==> config.mk <==
export PLATFORM = sky130hd
export DESIGN_NAME = hsl_to_rgb_converter_flat
export DESIGN_NICKNAME = d
export VERILOG_FILES = /design/src/rtl/hsl_pkg.sv /design/src/rtl/hsl_if.sv /design/src/rtl/hsl_front.sv /design/src/rtl/hsl_chan.sv /design/src/rtl/hsl_to_rgb_converter.sv /design/src/flat_wrapper.sv
export VERILOG_INCLUDE_DIRS = /design/src /design/src/rtl
export SDC_FILE = /design/constraint.sdc
export NUM_CORES = 2
export LEC_CHECK = 0
export BUFFER_PORTS_ARGS = -buffer_cell sky130_fd_sc_hd__buf_2
export CAP_MARGIN = 10
export CORE_MARGIN = 2
export CORE_UTILIZATION = 24
export DETAILED_ROUTE_END_ITERATION = 8
export PLACE_DENSITY = 0.42
export SKIP_CTS_REPAIR_TIMING = 1
export SYNTH_ARGS = -nofsm -noshare
export SYNTH_HDL_FRONTEND = slang
export SYNTH_SLANG_ARGS = --single-unit
==> constraint.sdc <==
create_clock -name clk -period 11.3 [get_ports clk]
set_input_delay 2.825 -clock clk [delete_from_list [all_inputs] [get_ports clk]]
set_output_delay 2.825 -clock clk [all_outputs]
set_load 0.03 [all_outputs]
==> src/rtl/hsl_to_rgb_converter_macros.svh <==
// ----------------------------------------------------------------------------
// HSL to RGB converter assertion macros
// Property macros used by the top-level RTL; they expand to nothing in synthesis.
// ----------------------------------------------------------------------------
`ifndef HSL_TO_RGB_CONVERTER_MACROS_SVH
`define HSL_TO_RGB_CONVERTER_MACROS_SVH

`ifndef SYNTHESIS

// Same-cycle implication, checked out of reset
`define HSL_ASSERT_IMPL(label, clk, rst_n, ante, cons) \
	label: assert property (@(posedge clk) disable iff (!rst_n) (ante) |-> (cons)) \
		else $error("assertion failed: same-cycle implication");

// Next-cycle implication, checked out of reset
`define HSL_ASSERT_NEXT(label, clk, rst_n, ante, cons) \
	label: assert property (@(posedge clk) disable iff (!rst_n) (ante) |=> (cons)) \
		else $error("assertion failed: next-cycle implication");

`else

`define HSL_ASSERT_IMPL(label, clk, rst_n, ante, cons)
`define HSL_ASSERT_NEXT(label, clk, rst_n, ante, cons)

`endif

`endif

==> src/rtl/hsl_pkg.sv <==
// ----------------------------------------------------------------------------
// HSL converter package
// Field widths, ranges and fixed-point constants shared by the RTL.
// ----------------------------------------------------------------------------
package hsl_pkg;

	// Item field widths
	localparam int HUE_W = 9;
	localparam int SAT_W = 7;
	localparam int LIT_W = 7;
	localparam int CH_W  = 8;

	// Valid input ranges
	localparam int HUE_MAX = 360;
	localparam int PCT_MAX = 100;

	// p and d are fractions over 10000; x is a hue weight 0..60
	localparam int FRAC_W = 14;
	localparam int X_W    = 6;

	// Channel value v = 60*p + d*x, over 600000
	localparam int V_W = 20;

	// round(255*v/600000) = floor((17*v + 20000) / 40000)
	//                     = floor(((17*v + 20000) >> 6) / 625)
	localparam int SCALE_MUL  = 17;
	localparam int ROUND_BIAS = 20000;
	localparam int N_W        = 24;
	localparam int SCALE_SH   = 6;
	localparam int Y_W        = N_W - SCALE_SH;

	// Divide by 625 as multiply by ceil(2^28/625); exact for y < 2^18
	localparam int RECIP_SH = 28;
	localparam int RECIP_W  = 19;
	localparam logic [RECIP_W-1:0] RECIP = RECIP_W'(429497);
	localparam int PROD_W   = Y_W + RECIP_W;

	// Per-stage advance enables for the channel datapath
	typedef struct packed {
		logic s2;
		logic s3;
		logic s4;
	} hsl_adv_t;

endpackage

==> src/rtl/hsl_if.sv <==
// ----------------------------------------------------------------------------
// HSL converter channel interfaces
// Valid/ready channels for HSL input items and RGB result items.
// ----------------------------------------------------------------------------

// HSL input channel
interface hsl_in_if;
	logic                       valid;
	logic                       ready;
	logic [hsl_pkg::HUE_W-1:0]  hue;
	logic [hsl_pkg::SAT_W-1:0]  saturation;
	logic [hsl_pkg::LIT_W-1:0]  lightness;

	modport source (output valid, hue, saturation, lightness, input ready);
	modport sink   (input valid, hue, saturation, lightness, output ready);
endinterface

// RGB result channel
interface rgb_out_if;
	logic                      valid;
	logic                      ready;
	logic [hsl_pkg::CH_W-1:0]  red;
	logic [hsl_pkg::CH_W-1:0]  green;
	logic [hsl_pkg::CH_W-1:0]  blue;
	logic                      invalid;

	modport source (output valid, red, green, blue, invalid, input ready);
	modport sink   (input valid, red, green, blue, invalid, output ready);
endinterface

==> src/rtl/hsl_front.sv <==
// ----------------------------------------------------------------------------
// HSL front stage
// Range check, low/high levels p and d = q - p, and per-channel hue weights.
// ----------------------------------------------------------------------------
module hsl_front (
	input  logic                       clk,
	input  logic                       en,
	input  logic [hsl_pkg::HUE_W-1:0]  hue,
	input  logic [hsl_pkg::SAT_W-1:0]  saturation,
	input  logic [hsl_pkg::LIT_W-1:0]  lightness,
	output logic                       inv_s1,
	output logic [hsl_pkg::FRAC_W-1:0] p_s1,
	output logic [hsl_pkg::FRAC_W-1:0] d_s1,
	output logic [hsl_pkg::X_W-1:0]    xr_s1,
	output logic [hsl_pkg::X_W-1:0]    xg_s1,
	output logic [hsl_pkg::X_W-1:0]    xb_s1
);
	import hsl_pkg::*;

	localparam int W = 16;

	logic                inv;
	logic [W-1:0]        l_w;
	logic [W-1:0]        s_w;
	logic [W-1:0]        ls;
	logic [W-1:0]        q;
	logic [W-1:0]        p;
	logic [W-1:0]        d;
	logic [HUE_W:0]      h_w;
	logic [HUE_W:0]      deg_r;
	logic [HUE_W:0]      deg_b;

	// Weight of the rising/high/falling/low piece for an angle 0..360
	function automatic logic [X_W-1:0] hue_weight(input logic [HUE_W:0] deg);
		logic [X_W-1:0] x;
		if (deg < (HUE_W+1)'(60))
			x = X_W'(deg);
		else if (deg < (HUE_W+1)'(180))
			x = X_W'(60);
		else if (deg < (HUE_W+1)'(240))
			x = X_W'((HUE_W+1)'(240) - deg);
		else
			x = '0;
		return x;
	endfunction

	// Range check
	assign inv = (hue > HUE_W'(HUE_MAX)) || (saturation > SAT_W'(PCT_MAX))
		|| (lightness > LIT_W'(PCT_MAX));

	// q = l*(100+s) below half lightness, else 100*(l+s) - l*s; p = 200*l - q
	assign l_w = W'(lightness);
	assign s_w = W'(saturation);
	assign ls  = l_w * s_w;
	assign q   = (lightness < LIT_W'(50)) ? (W'(100) * l_w + ls)
		: (W'(100) * (l_w + s_w) - ls);
	assign p   = W'(200) * l_w - q;
	assign d   = q - p;

	// Channel angles: red h+120, green h, blue h-120, wrapped into 0..360
	assign h_w   = (HUE_W+1)'(hue);
	assign deg_r = (h_w + (HUE_W+1)'(120) > (HUE_W+1)'(HUE_MAX))
		? (h_w - (HUE_W+1)'(240)) : (h_w + (HUE_W+1)'(120));
	assign deg_b = (h_w < (HUE_W+1)'(120)) ? (h_w + (HUE_W+1)'(240))
		: (h_w - (HUE_W+1)'(120));

	// Stage 1 register; an invalid item carries zero levels, giving zero output
	always_ff @(posedge clk) begin
		if (en) begin
			inv_s1 <= inv;
			p_s1   <= inv ? '0 : p[FRAC_W-1:0];
			d_s1   <= inv ? '0 : d[FRAC_W-1:0];
			xr_s1  <= hue_weight(deg_r);
			xg_s1  <= hue_weight(h_w);
			xb_s1  <= hue_weight(deg_b);
		end
	end

endmodule

==> src/rtl/hsl_chan.sv <==
// ----------------------------------------------------------------------------
// HSL channel datapath
// Level blend, scale with rounding bias, and constant divide to 8 bits.
// ----------------------------------------------------------------------------
module hsl_chan (
	input  logic                       clk,
	input  hsl_pkg::hsl_adv_t          adv,
	input  logic [hsl_pkg::FRAC_W-1:0] p,
	input  logic [hsl_pkg::FRAC_W-1:0] d,
	input  logic [hsl_pkg::X_W-1:0]    x,
	output logic [hsl_pkg::CH_W-1:0]   ch_s4
);
	import hsl_pkg::*;

	logic [V_W-1:0]    v;
	logic [V_W-1:0]    v_s2;
	logic [N_W-1:0]    n;
	logic [Y_W-1:0]    y_s3;
	logic [PROD_W-1:0] prod;

	// v = 60*p + d*x, at most 600000
	assign v = V_W'(p) * V_W'(60) + V_W'(d) * V_W'(x);

	// n = 17*v + 20000, later divided by 40000
	assign n = N_W'(v_s2) * N_W'(SCALE_MUL) + N_W'(ROUND_BIAS);

	// y / 625 through the reciprocal
	assign prod = PROD_W'(y_s3) * PROD_W'(RECIP);

	always_ff @(posedge clk) begin
		if (adv.s2)
			v_s2 <= v;
		if (adv.s3)
			y_s3 <= n[N_W-1:SCALE_SH];
		if (adv.s4)
			ch_s4 <= prod[RECIP_SH+CH_W-1:RECIP_SH];
	end

endmodule

==> src/rtl/hsl_to_rgb_converter.sv <==
// ----------------------------------------------------------------------------
// HSL to RGB converter
// Four-stage pipeline turning HSL items into 8-bit RGB with an invalid flag.
// ----------------------------------------------------------------------------
// Usage:
//   pix_in carries hue (degrees 0..360), saturation and lightness (percent
//   0..100). pix_out carries red, green, blue and invalid; invalid is set
//   and the channels are zero when any input is above its range.
//   Both channels use valid/ready; an item moves when both are high.
//   An accepted item is registered in stage 1, then in stages 2, 3 and 4,
//   and pix_out presents it from stage 4. Throughput: one item per cycle
//   unless pix_out stalls; each of the four stages holds one item.
//   Stages: range check and levels, channel blend, scale, reciprocal divide.
//   Stall: when pix_out.ready is low the last stage holds its item; earlier
//   stages keep filling any empty slots, and pix_in.ready drops only when
//   every stage is occupied. Nothing is dropped or repeated.
//   Reset: arst_n clears all stage valid bits at once; no other state.
// ----------------------------------------------------------------------------
`include "hsl_to_rgb_converter_macros.svh"

module hsl_to_rgb_converter (
	input  logic     clk,
	input  logic     arst_n,
	hsl_in_if.sink   pix_in,
	rgb_out_if.source pix_out
);
	import hsl_pkg::*;

	logic              en1;
	hsl_adv_t          adv;
	logic              v_s1;
	logic              v_s2;
	logic              v_s3;
	logic              v_s4;
	logic              inv_s1;
	logic              inv_s2;
	logic              inv_s3;
	logic              inv_s4;
	logic [FRAC_W-1:0] p_s1;
	logic [FRAC_W-1:0] d_s1;
	logic [X_W-1:0]    xr_s1;
	logic [X_W-1:0]    xg_s1;
	logic [X_W-1:0]    xb_s1;

	// A stage advances when it is empty or the next stage advances
	assign adv.s4 = !v_s4 || pix_out.ready;
	assign adv.s3 = !v_s3 || adv.s4;
	assign adv.s2 = !v_s2 || adv.s3;
	assign en1    = !v_s1 || adv.s2;

	assign pix_in.ready = en1;

	// Valid bits
	always_ff @(posedge clk or negedge arst_n) begin
		if (!arst_n) begin
			v_s1 <= 1'b0;
			v_s2 <= 1'b0;
			v_s3 <= 1'b0;
			v_s4 <= 1'b0;
		end else begin
			if (en1)
				v_s1 <= pix_in.valid;
			if (adv.s2)
				v_s2 <= v_s1;
			if (adv.s3)
				v_s3 <= v_s2;
			if (adv.s4)
				v_s4 <= v_s3;
		end
	end

	// Invalid flag travels with the item
	always_ff @(posedge clk) begin
		if (adv.s2)
			inv_s2 <= inv_s1;
		if (adv.s3)
			inv_s3 <= inv_s2;
		if (adv.s4)
			inv_s4 <= inv_s3;
	end

	hsl_front u_front (
		.clk        (clk),
		.en         (en1),
		.hue        (pix_in.hue),
		.saturation (pix_in.saturation),
		.lightness  (pix_in.lightness),
		.inv_s1     (inv_s1),
		.p_s1       (p_s1),
		.d_s1       (d_s1),
		.xr_s1      (xr_s1),
		.xg_s1      (xg_s1),
		.xb_s1      (xb_s1)
	);

	hsl_chan u_red (
		.clk   (clk),
		.adv   (adv),
		.p     (p_s1),
		.d     (d_s1),
		.x     (xr_s1),
		.ch_s4 (pix_out.red)
	);

	hsl_chan u_green (
		.clk   (clk),
		.adv   (adv),
		.p     (p_s1),
		.d     (d_s1),
		.x     (xg_s1),
		.ch_s4 (pix_out.green)
	);

	hsl_chan u_blue (
		.clk   (clk),
		.adv   (adv),
		.p     (p_s1),
		.d     (d_s1),
		.x     (xb_s1),
		.ch_s4 (pix_out.blue)
	);

	assign pix_out.valid   = v_s4;
	assign pix_out.invalid = inv_s4;

	// Invalid results carry zero channels
	`HSL_ASSERT_IMPL(a_inv_zero, clk, arst_n, pix_out.valid && pix_out.invalid, pix_out.red == '0 && pix_out.green == '0 && pix_out.blue == '0)

	// Input is refused only when every stage is full and the output stalls
	`HSL_ASSERT_IMPL(a_full_stall, clk, arst_n, !pix_in.ready, v_s1 && v_s2 && v_s3 && v_s4 && !pix_out.ready)

	// With the output open, the third stage's item is presented next cycle
	`HSL_ASSERT_NEXT(a_drain, clk, arst_n, v_s3 && pix_out.ready, pix_out.valid)

	// An out-of-range hue is flagged in stage 1
	`HSL_ASSERT_NEXT(a_inv_flag, clk, arst_n, pix_in.valid && pix_in.ready && pix_in.hue > HUE_W'(HUE_MAX), v_s1 && inv_s1)

endmodule
==> src/flat_wrapper.sv <==
// flat-port wrapper written by rule: the top's interface ports become plain ports
module hsl_to_rgb_converter_flat import hsl_pkg::*;
  (clk, arst_n, pix_in_valid, pix_in_hue, pix_in_saturation, pix_in_lightness, pix_in_ready, pix_out_valid, pix_out_red, pix_out_green, pix_out_blue, pix_out_invalid, pix_out_ready);
  hsl_in_if pix_in_i ();
  rgb_out_if pix_out_i ();
  input  logic clk;
  input  logic arst_n;
  input wire logic [$bits(pix_in_i.valid)-1:0] pix_in_valid;
  input wire logic [$bits(pix_in_i.hue)-1:0] pix_in_hue;
  input wire logic [$bits(pix_in_i.saturation)-1:0] pix_in_saturation;
  input wire logic [$bits(pix_in_i.lightness)-1:0] pix_in_lightness;
  output wire logic [$bits(pix_in_i.ready)-1:0] pix_in_ready;
  output wire logic [$bits(pix_out_i.valid)-1:0] pix_out_valid;
  output wire logic [$bits(pix_out_i.red)-1:0] pix_out_red;
  output wire logic [$bits(pix_out_i.green)-1:0] pix_out_green;
  output wire logic [$bits(pix_out_i.blue)-1:0] pix_out_blue;
  output wire logic [$bits(pix_out_i.invalid)-1:0] pix_out_invalid;
  input wire logic [$bits(pix_out_i.ready)-1:0] pix_out_ready;
  assign pix_in_i.valid = pix_in_valid;
  assign pix_in_i.hue = pix_in_hue;
  assign pix_in_i.saturation = pix_in_saturation;
  assign pix_in_i.lightness = pix_in_lightness;
  assign pix_in_ready = pix_in_i.ready;
  assign pix_out_valid = pix_out_i.valid;
  assign pix_out_red = pix_out_i.red;
  assign pix_out_green = pix_out_i.green;
  assign pix_out_blue = pix_out_i.blue;
  assign pix_out_invalid = pix_out_i.invalid;
  assign pix_out_i.ready = pix_out_ready;
  hsl_to_rgb_converter u_core (.clk(clk), .arst_n(arst_n), .pix_in(pix_in_i), .pix_out(pix_out_i));
endmodule
==> Word-level counts from Yosys, hierarchy flattened <==
Cells that the tools add are included.
{ "word_totals": {"input_bits": 27, "memories": 0, "regBits": 192, "romBits": 0, "output_inout_bits": 27, "elab_cells": 91, "latch_bits": 0, "ram_bits": 0} }
{ "classes": {"muxes": 12, "mul": 14, "bitwise": 0, "div_mod_pow": 0, "n_lt_le_gt_ge": 15, "n_shift": 0, "n_reduce_logical": 10, "eq_ne": 0, "addsub": 18} }
{ "ops": {"columns": ["operator", "count"], "rows": [
  ["multiplier 18 x 19 -> 36 bit, second input constant", 3],
  ["adder 24 x 15 -> 24 bit, second input constant", 3],
  ["multiplier 20 x 5 -> 24 bit, second input constant", 3],
  ["adder 20 bit", 3],
  ["multiplier 14 x 6 -> 20 bit", 3],
  ["2-to-1 mux 6 bit", 9],
  ["subtractor 14 bit", 3],
  ["< comparator 10 x 8 -> 1 bit, second input constant", 4],
  ["< comparator 10 x 6 -> 1 bit, second input constant", 2],
  ["2-to-1 mux 10 bit", 2],
  ["< comparator 9 x 8 -> 1 bit, second input constant", 2],
  ["multiplier 14 x 4 -> 18 bit, second input constant", 1],
  ["subtractor 6 bit, first input constant", 3],
  ["adder 14 bit", 1],
  ["> comparator 7 bit, second input constant", 2],
  ["multiplier 7 x 7 -> 14 bit", 1],
  ["2-to-1 mux 14 bit", 1],
  ["multiplier 5 x 7 -> 12 bit, first input constant", 1],
  ["multiplier 5 x 8 -> 12 bit, first input constant", 1],
  ["multiplier 5 x 7 -> 11 bit, first input constant", 1],
  ["adder 9 x 7 -> 10 bit, second input constant", 1],
  ["adder 9 x 8 -> 10 bit, second input constant", 1],
  ["> comparator 10 x 9 -> 1 bit, second input constant", 1],
  ["subtractor 9 x 7 -> 10 bit, second input constant", 1],
  ["other kinds (8)", 16]
]} }

==> Longest topological paths before layout <==
{ "logic_depth": {"depth_word": 7, "ltp_mapped": 35, "ltp_nobuf": 35} }

==> Modules after synthesis <==
A second synthesis with hierarchy kept.
{ "unflattened": {"cells_unflattened": 4663, "hier_area_um2": 45595.0} }
{ "modules_own_cells": {"columns": ["module", "area_each_um2", "cells_each", "instances"], "rows": [
  ["hsl_chan at u_core.u_blue ...", 12489.5, 1248, 2],
  ["hsl_chan at u_core.u_red", 12444.4, 1245, 1],
  ["hsl_front", 7912.6, 906, 1],
  ["hsl_to_rgb_converter", 259.0, 16, 1]
]} }

==> Worst setup path after synthesis <==
Ideal clock, no wire load.
{ "synth_path": {"kind": "input to register", "start": "input port pix_in_lightness[3]", "end": "register u_core.u_front.d_s1[13] (netlist bit), data pin", "cell_stages": 33, "n_path_buf": 0, "arrival_ns": 9.263, "setup_slack_ns": 1.771, "required_ns": 11.034, "cell_sequence": "ha_1 fa_1 inv_1 fa_1 inv_1 fa_1 inv_1 fa_1 inv_1 ha_1 o21ai_0 or2_2 a221oi_4 inv_1 ha_1 a21oi_1 o31ai_2 xnor2_1 nand2_1 o21a_1 inv_1 ha_1 or2_2 a21oi_1 a31oi_1 xnor2_1 ha_1 o21a_1 o21ai_0 a21oi_1 nor2_1 xor2_1 nor2_1"} }
{ "synth_via": {"elab_chain_cells": 6, "elab_cells_between_ends": 13, "cone_classes": "add/sub (5); mul (4); order compare (2); mux (1); reduce/logical (1)"} }
{ "synth_lines": {"columns": ["element", "line_no", "rtl"], "rows": [
  ["start, declared", "flat_wrapper.sv:11", "input wire logic [$bits(pix_in_i.lightness)-1:0] pix_in_lightness;"],
  ["adder 7 x 7 -> 8 bit", "hsl_front.sv:56", ": (W'(100) * (l_w + s_w) - ls);"],
  ["multiplier 5 x 8 -> 12 bit", "hsl_front.sv:56", null],
  ["subtractor 14 bit", "hsl_front.sv:56", null],
  ["2-to-1 mux 14 bit", "hsl_front.sv:55", "assign q = (lightness < LIT_W'(50)) ? (W'(100) * l_w + ls)"],
  ["subtractor 14 bit", "hsl_front.sv:57", "assign p = W'(200) * l_w - q;"],
  ["subtractor 14 bit", "hsl_front.sv:58", "assign d = q - p;"],
  ["end signal, assigned", "hsl_front.sv:72", "d_s1 <= inv ? '0 : d[FRAC_W-1:0];"],
  ["end, declared", "hsl_front.sv:13", "output logic [hsl_pkg::FRAC_W-1:0] d_s1,"]
]} }
Parallel ways exist; a longest one is shown, timed or not.
A chain may end at the register's enable or synchronous reset.

==> Worst setup path in the final report <==
{ "layout_path": {"start": "input port pix_in_lightness[3]", "end": "register u_core.u_front.d_s1[11] (netlist bit), data pin"} }
Same word-level chain as after synthesis.

==> run metrics <==
Starting Density 24.2%; share of layout cells above drive strength 1 2.98%; relative slew slack 37.4%; worst min path class register to register; total grt overflow 0; Achievable Freq 101 MHz; Setup Skew 0.0178 ns; status complete, no violations; CP max-delay cell fa_1; unrepaired setup endpoints after global routing no; Worst Setup End Kind register; Post-Syn Area 41400 um^2; flop2flop setup slack 4.48 ns; critical path startpoint category input port; CP max FO 11; die area 176000 um^2; IO Count 54; H-tree depth 4; Die X 420 um; Critical Path RT 11.54 ns; WS Path Type input port to register; yosys synthesis warning count 0; Reg2Reg Depth 19; CTS sink count 187; EDFF count, synth 183; # fillers 18500; Final Hold Violating Endpoints 0; routed wire length 95.8 mm; critical hold path startpoint u_core.inv_s2$_DFFE_PP_; worst slew pin tran 0.936 ns; synthesized instance count 4180; sequential share of the synthesized area 13.5%; DP HPWL 83.6 mm; port buffer count 53; R2R Path Start u_core.u_green.y_s3[10]$_DFFE_PP_; worst path arrival time 10.15 ns; initial antenna violation count 3; total CTS buffers 17; Net count, final 5694; vias in the first global route 29600; P&R area growth vs syn 8.85%; gr usage total 11.5%; DRC viols 0; period utilization 87.7%; vias 27400; Critical Path Sink u_core.u_front.d_s1[11]$_SDFFCE_PP0P_; distinct cell type count after synthesis 80; GPL Wtd Cong 0.808; Yosys reg bits 187; MaxCap Viol Count 0; final setup violation count 0; Clk Latency, worst-skew pair 0.52 ns; Final Slew Violations 0; Post-synth ARST share 2.14%; most used cell, CP inv_1; Max clock buf depth 2; Synth Flop Type edfxtp_1; DRT iter0 DRCs 1164; first-pass GRT wire length 160 mm; setup_tns 0 ns; FF-to-FF End u_core.u_green.ch_s4[7]$_DFFE_PP_; CORE AREA 172000 um^2; Cell Rows 152; Vias/cell 4.18; minimum clock period 9.91 ns; die height 420 um; Final ANT Viol Nets 0; Mean Syn Cell Area 9.92 um^2; average wire per standard cell 14.7 um; pin count of the biggest net entering global routing 60; DR pass1 iterations 5; clk slew on worst S/H paths 0.09 ns; root buf cell clkbuf_16; CP peak stage delay 0.54 ns; CTS tree done; source of the critical timing path pix_in_lightness[3]
-- layout make-up --
cell class                 instances  area, um^2  share of cell area [%]
multi-input combinational       2954       32000                    70.8
sequential                       187        5600                    12.4
inverter                         993        3730                    8.26
tap                             2310        2890                    6.41
clock buffer                      18         429                   0.951
timing repair buffer              60         318                   0.704
clock inverter                    14         193                   0.427
antenna                            1        2.50                 0.00555
-- per-layer routing --
layer / routed length [um] / vias to the layer above / share of wire [%] / track usage, %
met5: 19 / - / 0.020 / 0
met4: 1100 / 2 / 1.1 / 1.94
met3: 2470 / 43 / 2.6 / 1.40
met2: 43100 / 272 / 45 / 18.5
met1: 49100 / 13600 / 51 / 16.6
li1: - / 13500 / - / -
-- flip-flops by register name (all words and copies together) (netlist names), 8 cells and up --
| register | count |
|---|---|
| u_core.u_blue.ch_s4 | 8 |
| u_core.u_blue.v_s2 | 19 |
| u_core.u_blue.y_s3 | 18 |
| u_core.u_front.d_s1 | 12 |
| u_core.u_front.p_s1 | 14 |
| u_core.u_green.ch_s4 | 8 |
| u_core.u_green.v_s2 | 19 |
| u_core.u_green.y_s3 | 18 |
| u_core.u_red.ch_s4 | 8 |
| u_core.u_red.v_s2 | 19 |
| u_core.u_red.y_s3 | 18 |
-- logic make-up after synthesis --
kind of cell / share of synthesized area, %
flip-flops: 13.5
other: 0.0181
AO/OA/AOI/OAI: 8.06
AND/OR/NAND/NOR: 8.75
buffers and inverters: 9.52
multiplexers: 0.199
XOR/XNOR: 4.39
adder cells (fa/ha/maj): 55.6
-- cell usage in the layout, fill, tap and decap left out, types with 8 or more instances in the layout --
cell type and instances:
inv_1 991, ha_1 810, fa_1 644, nand2_1 286
edfxtp_1 183, a21oi_1 171, xnor2_1 143, and2_1 118
nor2_1 118, a21o_1 81, xor2_1 63, o21ai_0 62
nor3_1 55, nand3_1 54, buf_2 53, o21bai_1 32
a211oi_1 26, a31oi_1 23, o21a_1 20, nand2b_1 20
and3_1 19, or3_1 18, clkbuf_16 17, o21ai_1 16
nor2b_1 15, nand4_1 14, or2_2 13, conb_1 12
a21boi_0 8, o31ai_1 8
-- per-stage QoR --
step	instance area [um^2]	utilization [%]	hold WS, ns	setup slack, ns	instances
after floorplan	41500	-	0.400	1.77	4190
after global placement	44500	25.9	0.414	0.896	6504
after detailed placement	44500	25.9	0.435	0.832	6504
after CTS	45100	26.3	0.458	1.41	6536
after global routing	45100	26.3	0.469	0.816	6536
final	45100	26.3	0.457	1.39	6537
-- synthesized netlist by cell type, types with 5 or more instances --
| master | count | share of area [%] |
|---|---|---|
| nand2_1 | 287 | 2.6 |
| inv_1 | 991 | 9.0 |
| a21boi_0 | 8 | 0.14 |
| fa_1 | 644 | 31 |
| nor3_1 | 55 | 0.66 |
| edfxtp_1 | 183 | 13 |
| nand4_1 | 14 | 0.21 |
| o211ai_1 | 7 | 0.13 |
| xor2_1 | 63 | 1.3 |
| o21bai_1 | 32 | 0.58 |
| o2111ai_1 | 5 | 0.11 |
| nor4_1 | 7 | 0.11 |
| o21a_1 | 20 | 0.36 |
| o21ai_1 | 16 | 0.19 |
| nand3_1 | 55 | 0.66 |
| a21o_1 | 81 | 1.5 |
| a31oi_1 | 23 | 0.35 |
| a22oi_1 | 7 | 0.13 |
| a21oi_1 | 171 | 2.1 |
| o21ai_0 | 62 | 0.75 |
| or2_2 | 13 | 0.20 |
| nand2b_1 | 20 | 0.30 |
| nor2_1 | 118 | 1.1 |
| and3_1 | 19 | 0.29 |
| or3_1 | 18 | 0.27 |
| and2_1 | 118 | 1.8 |
| xnor2_1 | 143 | 3.0 |
| o31ai_1 | 8 | 0.14 |
| ha_1 | 810 | 24 |
| a211oi_1 | 26 | 0.47 |
| mux2i_1 | 6 | 0.14 |
| clkbuf_1 | 52 | 0.47 |
| nor2b_1 | 15 | 0.23 |
-- worst max-delay path: cells and delay by family --
kind            cells  cell delay (ns)
compound gates      8             1.74
buf+inv             7             0.51
xor+xnor            3             0.56
simple gates        8             0.88
fa+ha+maj           9             3.63
-- worst min-delay path by stage --
stage	end	slack, ns	depth (start not counted)
after floorplan	u_core.inv_s2$_DFFE_PP_	0.40	0
after global placement	u_core.inv_s3$_DFFE_PP_	0.41	0
after detailed placement	u_core.inv_s3$_DFFE_PP_	0.44	0
after CTS	u_core.inv_s3$_DFFE_PP_	0.46	0
after global routing	u_core.inv_s3$_DFFE_PP_	0.47	0
final	u_core.inv_s3$_DFFE_PP_	0.46	0
Power is not shown: default switching activity piles up to over one toggle a cycle in this logic, so the estimate is an artifact.
